### config.mk
export PLATFORM = sky130hd
export DESIGN_NAME = key_bucket_hash
export DESIGN_NICKNAME = d
export VERILOG_FILES = /design/src/rtl/kbh_pkg.sv /design/src/rtl/kbh_rem.sv /design/src/rtl/key_bucket_hash.sv
export SDC_FILE = /design/constraint.sdc
export NUM_CORES = 2
export LEC_CHECK = 0
export ABC_AREA = 0
export CAP_MARGIN = 20
export CORE_MARGIN = 8
export CORE_UTILIZATION = 45
export CTS_CLUSTER_SIZE = 14
export DETAILED_ROUTE_END_ITERATION = 8
export DONT_BUFFER_PORTS = 1
export GPL_TIMING_DRIVEN = 0
export MAX_ROUTING_LAYER = met4
export PLACE_DENSITY_LB_ADDON = 0.05
export SYNTH_ARGS = -nofsm -noshare
export SYNTH_HDL_FRONTEND = slang
export SYNTH_SLANG_ARGS = --single-unit
### constraint.sdc
create_clock -name clk_i -period 6.74 [get_ports clk_i]
set_input_delay 0.674 -clock clk_i [delete_from_list [all_inputs] [get_ports clk_i]]
set_output_delay 0.674 -clock clk_i [all_outputs]
set_load 0.02 [all_outputs]
### src/rtl/kbh_pkg.sv
package kbh_pkg;

  localparam int unsigned AccW    = 32;
  localparam int unsigned ByteW   = 8;
  localparam int unsigned OpW     = 16;
  localparam int unsigned BktW    = 17;
  localparam int unsigned IdxW    = 16;
  localparam int unsigned DivCntW = $clog2(AccW);

  localparam logic [ByteW-1:0] MaxKeyBytes  = 8'd255;
  localparam logic [BktW-1:0]  BucketsReset = 17'd1024;
  localparam logic [BktW-1:0]  BucketsMax   = 17'd65536;

  typedef enum logic [2:0] {
    ST_IDLE,
    ST_FOLD,
    ST_SCALE,
    ST_DIVIDE,
    ST_EMIT
  } state_e;

endpackage

### src/rtl/kbh_rem.sv
module kbh_rem (
  input  logic                              clk_i,
  input  logic                              rst_ni,
  input  logic                              start_i,
  input  logic [kbh_pkg::AccW-1:0]          dividend_i,
  input  logic [kbh_pkg::BktW-1:0]          divisor_i,
  output logic                              done_o,
  output logic [kbh_pkg::IdxW-1:0]          rem_o
);

  logic                              busy_q, busy_d;
  logic                              done_q, done_d;
  logic [kbh_pkg::DivCntW-1:0]       cnt_q, cnt_d;
  logic [kbh_pkg::AccW-1:0]          dvd_q, dvd_d;
  logic [kbh_pkg::BktW-1:0]          dvs_q, dvs_d;
  logic [kbh_pkg::IdxW-1:0]          rem_q, rem_d;
  logic [kbh_pkg::IdxW:0]            trial;
  logic [kbh_pkg::IdxW+1:0]          diff;

  assign trial = {rem_q, dvd_q[kbh_pkg::AccW-1]};
  assign diff  = {1'b0, trial} - {1'b0, dvs_q};

  always_comb begin
    busy_d = busy_q;
    done_d = 1'b0;
    cnt_d  = cnt_q;
    dvd_d  = dvd_q;
    dvs_d  = dvs_q;
    rem_d  = rem_q;
    if (start_i) begin
      busy_d = 1'b1;
      cnt_d  = '0;
      dvd_d  = dividend_i;
      dvs_d  = divisor_i;
      rem_d  = '0;
    end else if (busy_q) begin
      dvd_d = {dvd_q[kbh_pkg::AccW-2:0], 1'b0};
      if (diff[kbh_pkg::IdxW+1]) begin
        rem_d = trial[kbh_pkg::IdxW-1:0];
      end else begin
        rem_d = diff[kbh_pkg::IdxW-1:0];
      end
      cnt_d = cnt_q + 1'b1;
      if (cnt_q == kbh_pkg::DivCntW'(kbh_pkg::AccW - 1)) begin
        busy_d = 1'b0;
        done_d = 1'b1;
      end
    end
  end

  always_ff @(posedge clk_i or negedge rst_ni) begin
    if (!rst_ni) begin
      busy_q <= 1'b0;
      done_q <= 1'b0;
      cnt_q  <= '0;
    end else begin
      busy_q <= busy_d;
      done_q <= done_d;
      cnt_q  <= cnt_d;
    end
  end

  always_ff @(posedge clk_i) begin
    dvd_q <= dvd_d;
    dvs_q <= dvs_d;
    rem_q <= rem_d;
  end

  assign done_o = done_q;
  assign rem_o  = rem_q;

  // The remainder always ends below the divisor it was taken against.
  assert property (@(posedge clk_i) disable iff (!rst_ni)
    done_q |-> ({1'b0, rem_q} < dvs_q))
    else $error("remainder not below divisor");

  assert property (@(posedge clk_i) disable iff (!rst_ni)
    done_q |-> !busy_q)
    else $error("divider still busy when done");

  assert property (@(posedge clk_i) disable iff (!rst_ni)
    (busy_q && !start_i) |=> (cnt_q == $past(cnt_q) + 1'b1) || done_q)
    else $error("divider step count skipped");

endmodule

### src/rtl/key_bucket_hash.sv
// Key bucket hash. Key bytes arrive one per transfer on the input channel
// (key_byte_i, key_length_i, last_byte_i with in_valid_i/in_ready_o); the
// bucket index leaves on the output channel (bucket_index_o with
// out_valid_o/out_ready_i). The bucket count is written through cfg_we_i and
// cfg_wdata_i; the user must write it only while the block is idle, which
// the block itself does not enforce; 0 acts as 1, above 65536 as 65536.
// A byte that is not last is accepted, its 16-bit operand formed and
// registered, then folded in by the shared 32x16 multiplier/adder. A last
// byte is folded the same way (unless 255 bytes are already in), then takes
// a scaling pass through the same multiplier and a restoring remainder unit,
// one quotient bit a cycle. An empty key (length 0 on its first byte, marked
// last) gives bucket 0 through the emit state. The input is not ready while
// an item is in work. A finished result waits in the output register; if the
// receiver stalls, the next key's bytes are still taken until a second result
// is due. Reset clears the accumulator, the byte count and the output valid
// flag and sets the bucket count to 1024.
module key_bucket_hash (
  input  logic                            clk_i,
  input  logic                            rst_ni,
  input  logic                            in_valid_i,
  output logic                            in_ready_o,
  input  logic [kbh_pkg::ByteW-1:0]       key_byte_i,
  input  logic [kbh_pkg::ByteW-1:0]       key_length_i,
  input  logic                            last_byte_i,
  output logic                            out_valid_o,
  input  logic                            out_ready_i,
  output logic [kbh_pkg::IdxW-1:0]        bucket_index_o,
  input  logic                            cfg_we_i,
  input  logic [kbh_pkg::BktW-1:0]        cfg_wdata_i
);

  kbh_pkg::state_e                 state_q, state_d;
  logic [kbh_pkg::AccW-1:0]        acc_q, acc_d;
  logic [kbh_pkg::ByteW-1:0]       pos_q, pos_d;
  logic [kbh_pkg::BktW-1:0]        buckets_q;
  logic [kbh_pkg::OpW-1:0]         op_q, op_d;
  logic [kbh_pkg::ByteW-1:0]       len_q, len_d;
  logic                            last_q, last_d;
  logic                            mul_mode_q, mul_mode_d;
  logic [kbh_pkg::IdxW-1:0]        result_q, result_d;
  logic                            out_valid_q, out_valid_d;
  logic [kbh_pkg::IdxW-1:0]        out_idx_q, out_idx_d;
  logic [kbh_pkg::OpW-1:0]         mul_b;
  logic [kbh_pkg::AccW-1:0]        mul_lo;
  logic [kbh_pkg::OpW-1:0]         prod_bi;
  logic [kbh_pkg::OpW-1:0]         prod_bs;
  logic [kbh_pkg::BktW-1:0]        divisor;
  logic                            div_start;
  logic                            div_done;
  logic [kbh_pkg::IdxW-1:0]        div_rem;
  logic                            in_fire;
  logic                            slot_free;

  assign in_ready_o = (state_q == kbh_pkg::ST_IDLE);
  assign in_fire    = in_valid_i && in_ready_o;
  assign slot_free  = !out_valid_q || out_ready_i;

  assign prod_bi = kbh_pkg::OpW'(key_byte_i) * kbh_pkg::OpW'(pos_q);
  assign prod_bs = kbh_pkg::OpW'(key_byte_i) * kbh_pkg::OpW'(key_length_i);

  assign mul_b  = (state_q == kbh_pkg::ST_SCALE)
                  ? {{(kbh_pkg::OpW-kbh_pkg::ByteW){1'b0}}, len_q}
                  : op_q;
  assign mul_lo = acc_q * kbh_pkg::AccW'(mul_b);

  always_comb begin
    if (buckets_q == '0) begin
      divisor = kbh_pkg::BktW'(1);
    end else if (buckets_q > kbh_pkg::BucketsMax) begin
      divisor = kbh_pkg::BucketsMax;
    end else begin
      divisor = buckets_q;
    end
  end

  always_comb begin
    state_d     = state_q;
    acc_d       = acc_q;
    pos_d       = pos_q;
    op_d        = op_q;
    len_d       = len_q;
    last_d      = last_q;
    mul_mode_d  = mul_mode_q;
    result_d    = result_q;
    out_valid_d = out_valid_q && !out_ready_i;
    out_idx_d   = out_idx_q;
    div_start   = 1'b0;
    unique case (state_q)
      kbh_pkg::ST_IDLE: begin
        if (in_fire) begin
          len_d  = key_length_i;
          last_d = last_byte_i;
          if (pos_q == '0 && key_length_i == '0) begin
            if (last_byte_i) begin
              result_d = '0;
              acc_d    = '0;
              state_d  = kbh_pkg::ST_EMIT;
            end
          end else if (pos_q < kbh_pkg::MaxKeyBytes) begin
            if (pos_q == '0) begin
              op_d = {{(kbh_pkg::OpW-kbh_pkg::ByteW){1'b0}}, key_byte_i};
            end else if (pos_q == kbh_pkg::ByteW'(1)) begin
              op_d = prod_bs;
            end else begin
              op_d = prod_bi + kbh_pkg::OpW'(key_length_i) + kbh_pkg::OpW'(pos_q);
            end
            mul_mode_d = (pos_q > kbh_pkg::ByteW'(1));
            pos_d      = pos_q + 1'b1;
            state_d    = kbh_pkg::ST_FOLD;
          end else if (last_byte_i) begin
            state_d = kbh_pkg::ST_SCALE;
          end
        end
      end
      kbh_pkg::ST_FOLD: begin
        if (mul_mode_q) begin
          acc_d = mul_lo;
        end else begin
          acc_d = acc_q + kbh_pkg::AccW'(op_q);
        end
        state_d = last_q ? kbh_pkg::ST_SCALE : kbh_pkg::ST_IDLE;
      end
      kbh_pkg::ST_SCALE: begin
        div_start = 1'b1;
        acc_d     = '0;
        pos_d     = '0;
        state_d   = kbh_pkg::ST_DIVIDE;
      end
      kbh_pkg::ST_DIVIDE: begin
        if (div_done) begin
          result_d = div_rem;
          state_d  = kbh_pkg::ST_EMIT;
        end
      end
      kbh_pkg::ST_EMIT: begin
        if (slot_free) begin
          out_valid_d = 1'b1;
          out_idx_d   = result_q;
          state_d     = kbh_pkg::ST_IDLE;
        end
      end
      default: begin
        state_d = kbh_pkg::ST_IDLE;
      end
    endcase
  end

  kbh_rem u_rem (
    .clk_i      (clk_i),
    .rst_ni     (rst_ni),
    .start_i    (div_start),
    .dividend_i (mul_lo),
    .divisor_i  (divisor),
    .done_o     (div_done),
    .rem_o      (div_rem)
  );

  always_ff @(posedge clk_i or negedge rst_ni) begin
    if (!rst_ni) begin
      state_q     <= kbh_pkg::ST_IDLE;
      acc_q       <= '0;
      pos_q       <= '0;
      buckets_q   <= kbh_pkg::BucketsReset;
      out_valid_q <= 1'b0;
    end else begin
      state_q     <= state_d;
      acc_q       <= acc_d;
      pos_q       <= pos_d;
      out_valid_q <= out_valid_d;
      if (cfg_we_i) begin
        buckets_q <= cfg_wdata_i;
      end
    end
  end

  always_ff @(posedge clk_i) begin
    op_q       <= op_d;
    len_q      <= len_d;
    last_q     <= last_d;
    mul_mode_q <= mul_mode_d;
    result_q   <= result_d;
    out_idx_q  <= out_idx_d;
  end

  assign out_valid_o    = out_valid_q;
  assign bucket_index_o = out_idx_q;

  assert property (@(posedge clk_i) disable iff (!rst_ni)
    div_done |-> (state_q == kbh_pkg::ST_DIVIDE))
    else $error("remainder finished outside the divide phase");

  assert property (@(posedge clk_i) disable iff (!rst_ni)
    (state_q == kbh_pkg::ST_SCALE) |=> (acc_q == '0 && pos_q == '0))
    else $error("key state not cleared after scaling");

  assert property (@(posedge clk_i) disable iff (!rst_ni)
    (state_q == kbh_pkg::ST_EMIT && slot_free) |=> out_valid_o)
    else $error("result not moved to the output register");

  assert property (@(posedge clk_i) disable iff (!rst_ni)
    (state_q == kbh_pkg::ST_FOLD) |=> (pos_q == $past(pos_q)))
    else $error("byte count moved during a fold");

endmodule

# == After elaboration in Yosys (flattened, before gate mapping) ==
# Index checks and enable logic that the tools add are counted.
# totals
output_inout_bits,18
wordCells,110
regBits,191
in_bits,39
# classes
n_eq_ne,15
addsub,6
n_reduce_logical,22
magnitude_cmp,3
multipliers,3
bitwise_logic,1
n_mux,41
# op_table
cell,count
32-bit 2-to-1 mux,6
16-bit 2-to-1 mux,7
32-bit one-hot mux with 3 select lines,1
16-bit by 8-bit adder with 16-bit output,2
32-bit by 16-bit adder with 32-bit output,1
32-bit by 16-bit multiplier with 32-bit output,1
8-bit by 8-bit multiplier with 16-bit output,2
8-bit 2-to-1 mux,4
16-bit one-hot mux with 2 select lines,1
3-bit 2-to-1 mux,7
17-bit by 17-bit subtractor with 18-bit output,1
"17-bit > comparator, second input constant",1
17-bit zero test,1
17-bit 2-to-1 mux,1
8-bit zero test,2
8-bit one-hot mux with 2 select lines,1
3-bit one-hot mux with 5 select lines,1
4-bit AND reduction,3
5-bit 2-to-1 mux,2
"2-bit by 1-bit inequality test with 1-bit output, second input constant",5
5-bit AND reduction,2
1-bit 2-to-1 mux,9
"8-bit by 1-bit adder with 8-bit output, second input constant",1
"8-bit by 1-bit equality test with 1-bit output, second input constant",1
20 further kinds,28

# == Depth between registers and ports, before layout ==
# depth
depth_word,5
depth_mapped,28
mapped_depth_nobuf,24

# == By module ==
# A second synthesis with hierarchy kept.
# hier_totals
hier_cells,2744
hier_area_um2,25614.6
# modules_own_cells
mod,cells_each,instances,seq_area_each_um2,area_per_inst_um2
key_bucket_hash,2443,1,3269.4,21949.8
kbh_rem,301,1,1966.9,3664.8

# == Worst setup path after synthesis ==
# No wires, ideal clock.
# synth_timing
path_type,register -> register
from,reg state_q[1]
to,"reg u_rem.dvd_q[30] (netlist name), data pin"
path_stages_with_launch,28
period_less_slack_ns,7.203
t_required_ns,6.480
setup_slack_ns,-0.463
setup_ns,0.260
path_buffers,5
arrival_time_ns,6.943
path_cell_list,dfrtp_1 buf_4 or3b_1 buf_6 buf_6 mux2_4 clkbuf_1 clkbuf_1 nand2_1 fa_1 fa_1 fa_1 inv_1 fa_1 fa_1 inv_1 fa_1 inv_1 ha_1 a21o_1 a21oi_1 o21ai_0 a221o_1 a31oi_1 o21ai_0 o41ai_1 xnor2_1 mux2_2
# synth_via
elab_chain_cells,4
elab_cells_between_ends,5
cone_classes,mul (1); eq/ne (1); mux (3)
# synth_lines
element,line_no,rtl
"start, declared",key_bucket_hash.sv:32,"kbh_pkg::state_e state_q, state_d;"
"start signal, assigned",key_bucket_hash.sv:160,state_q <= kbh_pkg::ST_IDLE;
"start signal, assigned",key_bucket_hash.sv:166,state_q <= state_d;
3-bit by 2-bit equality test with 1-bit output *,"key_bucket_hash.sv:61, key_bucket_hash.sv:88",
16-bit 2-to-1 mux,key_bucket_hash.sv:62,"? {{(kbh_pkg::OpW-kbh_pkg::ByteW){1'b0}}, len_q}"
32-bit by 16-bit multiplier with 32-bit output,key_bucket_hash.sv:64,assign mul_lo = acc_q * kbh_pkg::AccW'(mul_b);
32-bit 2-to-1 mux *,kbh_rem.sv:30,if (start_i) begin
named net u_rem.dvd_d (one bit),kbh_rem.sv:14,"logic [kbh_pkg::AccW-1:0] dvd_q, dvd_d;"
"end signal, assigned",kbh_rem.sv:64,dvd_q <= dvd_d;
"end, declared",kbh_rem.sv:14,
# The timed path passes the listed nets; every way through them passes the cells marked *.
# A chain may end at the register's enable or synchronous reset.

# == Final worst setup path ==
# layout_timing
from,reg state_q[0]
to,"reg u_rem.dvd_q[26] (netlist name), data pin"
# The elaborated chain is that of the path after synthesis.

==> impl_metrics.ini <==
[placement]
placed_cells = 3538
io_buffers = 0
gp_congestion = 0.935
dp_hpwl_um = 61900
dp_slack_ps = -2020

[clocking]
htreeDepth = 4
cts.path.max_buffers = 2
cts_tree = yes
clkTransAtPathRegs_ps = 80
cts_made_buffers = 17
cts-root-buf = clkbuf_16
clock-sinks = 191
clk_latency_ps = 450

[synthesis]
ys_ff_latch = 191
synthDistinctLibCells = 78
yosysWarningCount = 0
synth_edf_count = 107
netlist_instances = 2780
synth.area.top_cells = fa_1 31%, edfxtp_1 13%, ha_1 9.2%
yosysTopAreaCellShare = 0.305
netlist_area_um2 = 25600
synth_largest_area_cell = fa_1
syn-num-nets = 3399
ys.flop_type = edfxtp_1
ys_async_sr_fraction = 0.356
ys_seq_area_frac = 0.204
syn_avg_cell_area_um2 = 9.22

[setup_path]
crit_arrival_ps = 7600
r2r-end = u_rem.dvd_q[26]$_DFFE_PP_
critical_path.max_fanout = 6
startpoint_type = flip-flop
critical_path_class = flip-flop to flip-flop
reg2regPathDepth = 28
r2r-start = state_q[0]$_DFFE_PN0P_
path_common_cell = fa_1
crit_slowest_cell = fa_1
worstPathRequired_ps = 6930
worstSetupEndpointType = flip-flop
rrSetupSlack_ps = -670
critPathMaxStageDelay_ps = 520

[floorplanning]
die_area_um2 = 64800
core_um2 = 56400
ios = 57
start_util = 0.455
die_h_um = 255
die_x_um = 255
core.rowCount = 87

[grt]
track_usage = 0.254
antenna_found_initial = 4
grt_pass1_wl_um = 122000
grt_pass1_vias = 21380
gr-total-overflow = 0
grt_max_degree = 68

[route]
remaining_drc_errors = 0
drtIter0Drc = 1306
totalWireLength_um = 78000
viasPerCell = 5.39
first_pass_iters = 7
wl_per_cell_um = 21.3
vias = 19716
final_antenna_net_count = 0

[timing]
fin_skew_ps = 18.4
tightest_slew_ps = 962
final.min_clock_period_ps = 7410
maxSlewViolCount = 0
fmax_mhz = 135
timing_hold_violations_final = 0
slew_headroom = 0.356
setup_viol = 36
fin_ws_ps = -671
fin_crit_sh = 1.10
final.setup.tns_ps = -14850
rsz0062_at_grt = true

[layout]
seqCellArea_um2 = 5240
drive_above_1_share = 0.114
area_growth_pct = 13.9
instances_no_fill = 3655
final_nets = 3500
layout_common_cells = 476 x inv_1, 433 x nand2_1, 376 x fa_1, 175 x ha_1, 160 x and2_1
n_fill_cell = 5340
layout_commonest_cell = inv_1
multiInputGateArea_um2 = 18900

[outcome]
violations = negative setup slack
status = finished with violations

[power_and_ir_drop]
p_leak_nw = 13.7
power.density_nw_per_um2 = 420
vdd_drop_max_uv = 284

[run]
maxCapViolCount = 0

[worst_hold_path]
hp-class = input pin to async pin
==> routing by layer <==
metal / part of all wire / track usage / wire length (um)
met1: 0.42 / 0.311 / 32600
met3: 0.047 / 0.0296 / 3660
met5: 0 / - / 0
met4: 0.032 / 0.0834 / 2490
met2: 0.50 / 0.437 / 39300
==> cell type report <==
cell class                 instances  area share
antenna                            5    0.000429
buffer                           131      0.0290
clock buffer                      21      0.0158
clock inverter                    11     0.00334
inverter                         496      0.0640
multi-input combinational       1960       0.646
sequential                       191       0.179
tap                              756      0.0324
timing repair buffer              84      0.0295
==> report_power, final <==
group	total (mW)	internal, mW	switching [mW]	leakage [nW]
clock network	0.975	0.503	0.473	0.267
logic	9.43	3.92	5.51	11.3
registers	1.84	1.53	0.312	2.08
==> state kept, by name, indices dropped and copies added (netlist names), 3 cells and up <==
name	cells
acc_q	32
bucket_index_o	16
buckets_q	17
len_q	8
op_q	16
pos_q	8
result_q	16
state_q	3
u_rem.cnt_q	5
u_rem.dvd_q	32
u_rem.dvs_q	17
u_rem.rem_o	16
==> Yosys cell counts (5+ instances only) <==
cell and n:
nand2_1 443, nand3_1 24, a21oi_1 87, o221ai_1 5
nor4_1 7, o31ai_1 5, mux2i_1 17, xnor2_1 68
nor2b_1 10, and2_1 168, o211ai_1 5, edfxtp_1 107
nand2b_1 7, nand4_1 10, dfrtp_1 67, xor2_1 43
clkbuf_1 124, nor3_1 24, dfxtp_1 16, a211oi_1 7
mux2_2 25, o31a_1 5, o21bai_1 8, or3_1 8
a21o_1 24, fa_1 391, inv_1 495, o21a_1 14
ha_1 189, a31oi_1 10, a22o_1 10, and3_1 75
nor2_1 84, o21ai_0 115
==> kinds of logic (layout without fill, tap and decap cells) <==
kind of cell / after synthesis / after routing / share of synthesized area
xor+xnor: 112 / 112 / 0.0388
other cells: 0 / 5 / 0
mux: 45 / 45 / 0.0194
simple gates: 879 / 879 / 0.162
buf+inv: 629 / 743 / 0.0931
compound gates: 344 / 344 / 0.0852
flops: 191 / 191 / 0.204
fa+ha+maj: 580 / 580 / 0.398
==> through the flow <==
step,hold slack (ps),instance area (um^2),total power [mW],util
2_1_floorplan,378,25800,7.22,-
3_3_place_gp,381,26800,9.60,0.475
3_5_place_dp,381,26800,9.63,0.476
4_1_cts,33.3,28800,11.9,0.511
5_1_grt,33.8,29200,13.4,0.518
6_report,62.7,29200,12.3,0.518
==> worst max path at each step <==
stage | from | end | slack (ps) | cells after the start
final | state_q[0]$_DFFE_PN0P_ | u_rem.dvd_q[26]$_DFFE_PP_ | -670 | 28
after detailed placement | state_q[2]$_DFFE_PN0P_ | u_rem.dvd_q[30]$_DFFE_PP_ | -2020 | 24
after floorplan | state_q[1]$_DFFE_PN0P_ | u_rem.dvd_q[30]$_DFFE_PP_ | -70 | 26
after global routing | state_q[0]$_DFFE_PN0P_ | u_rem.dvd_q[30]$_DFFE_PP_ | -830 | 26
after CTS | state_q[1]$_DFFE_PN0P_ | u_rem.dvd_q[30]$_DFFE_PP_ | -690 | 27
after global placement | state_q[1]$_DFFE_PN0P_ | u_rem.dvd_q[30]$_DFFE_PP_ | -2060 | 25
==> repair_timing <==
item	in CTS	in global routing
pin swaps	72	42
cloned	2	0
setup endpoints to repair	43	41
hold endpoints to repair	67	0
setup buffers	61	23
hold buffers	1	0
gates resized for setup	210	71
==> worst max-delay path: cells and delay by family (launching register included) <==
kind | cells | cell delay (ps)
AND/OR/NAND/NOR | 2 | 500
flip-flops | 1 | 390
buffers and inverters | 9 | 1060
XOR/XNOR | 1 | 150
AO/OA/AOI/OAI | 7 | 1280
adder cells (fa/ha/maj) | 7 | 3110
multiplexers | 2 | 640
(Power assumes the default switching activity.)
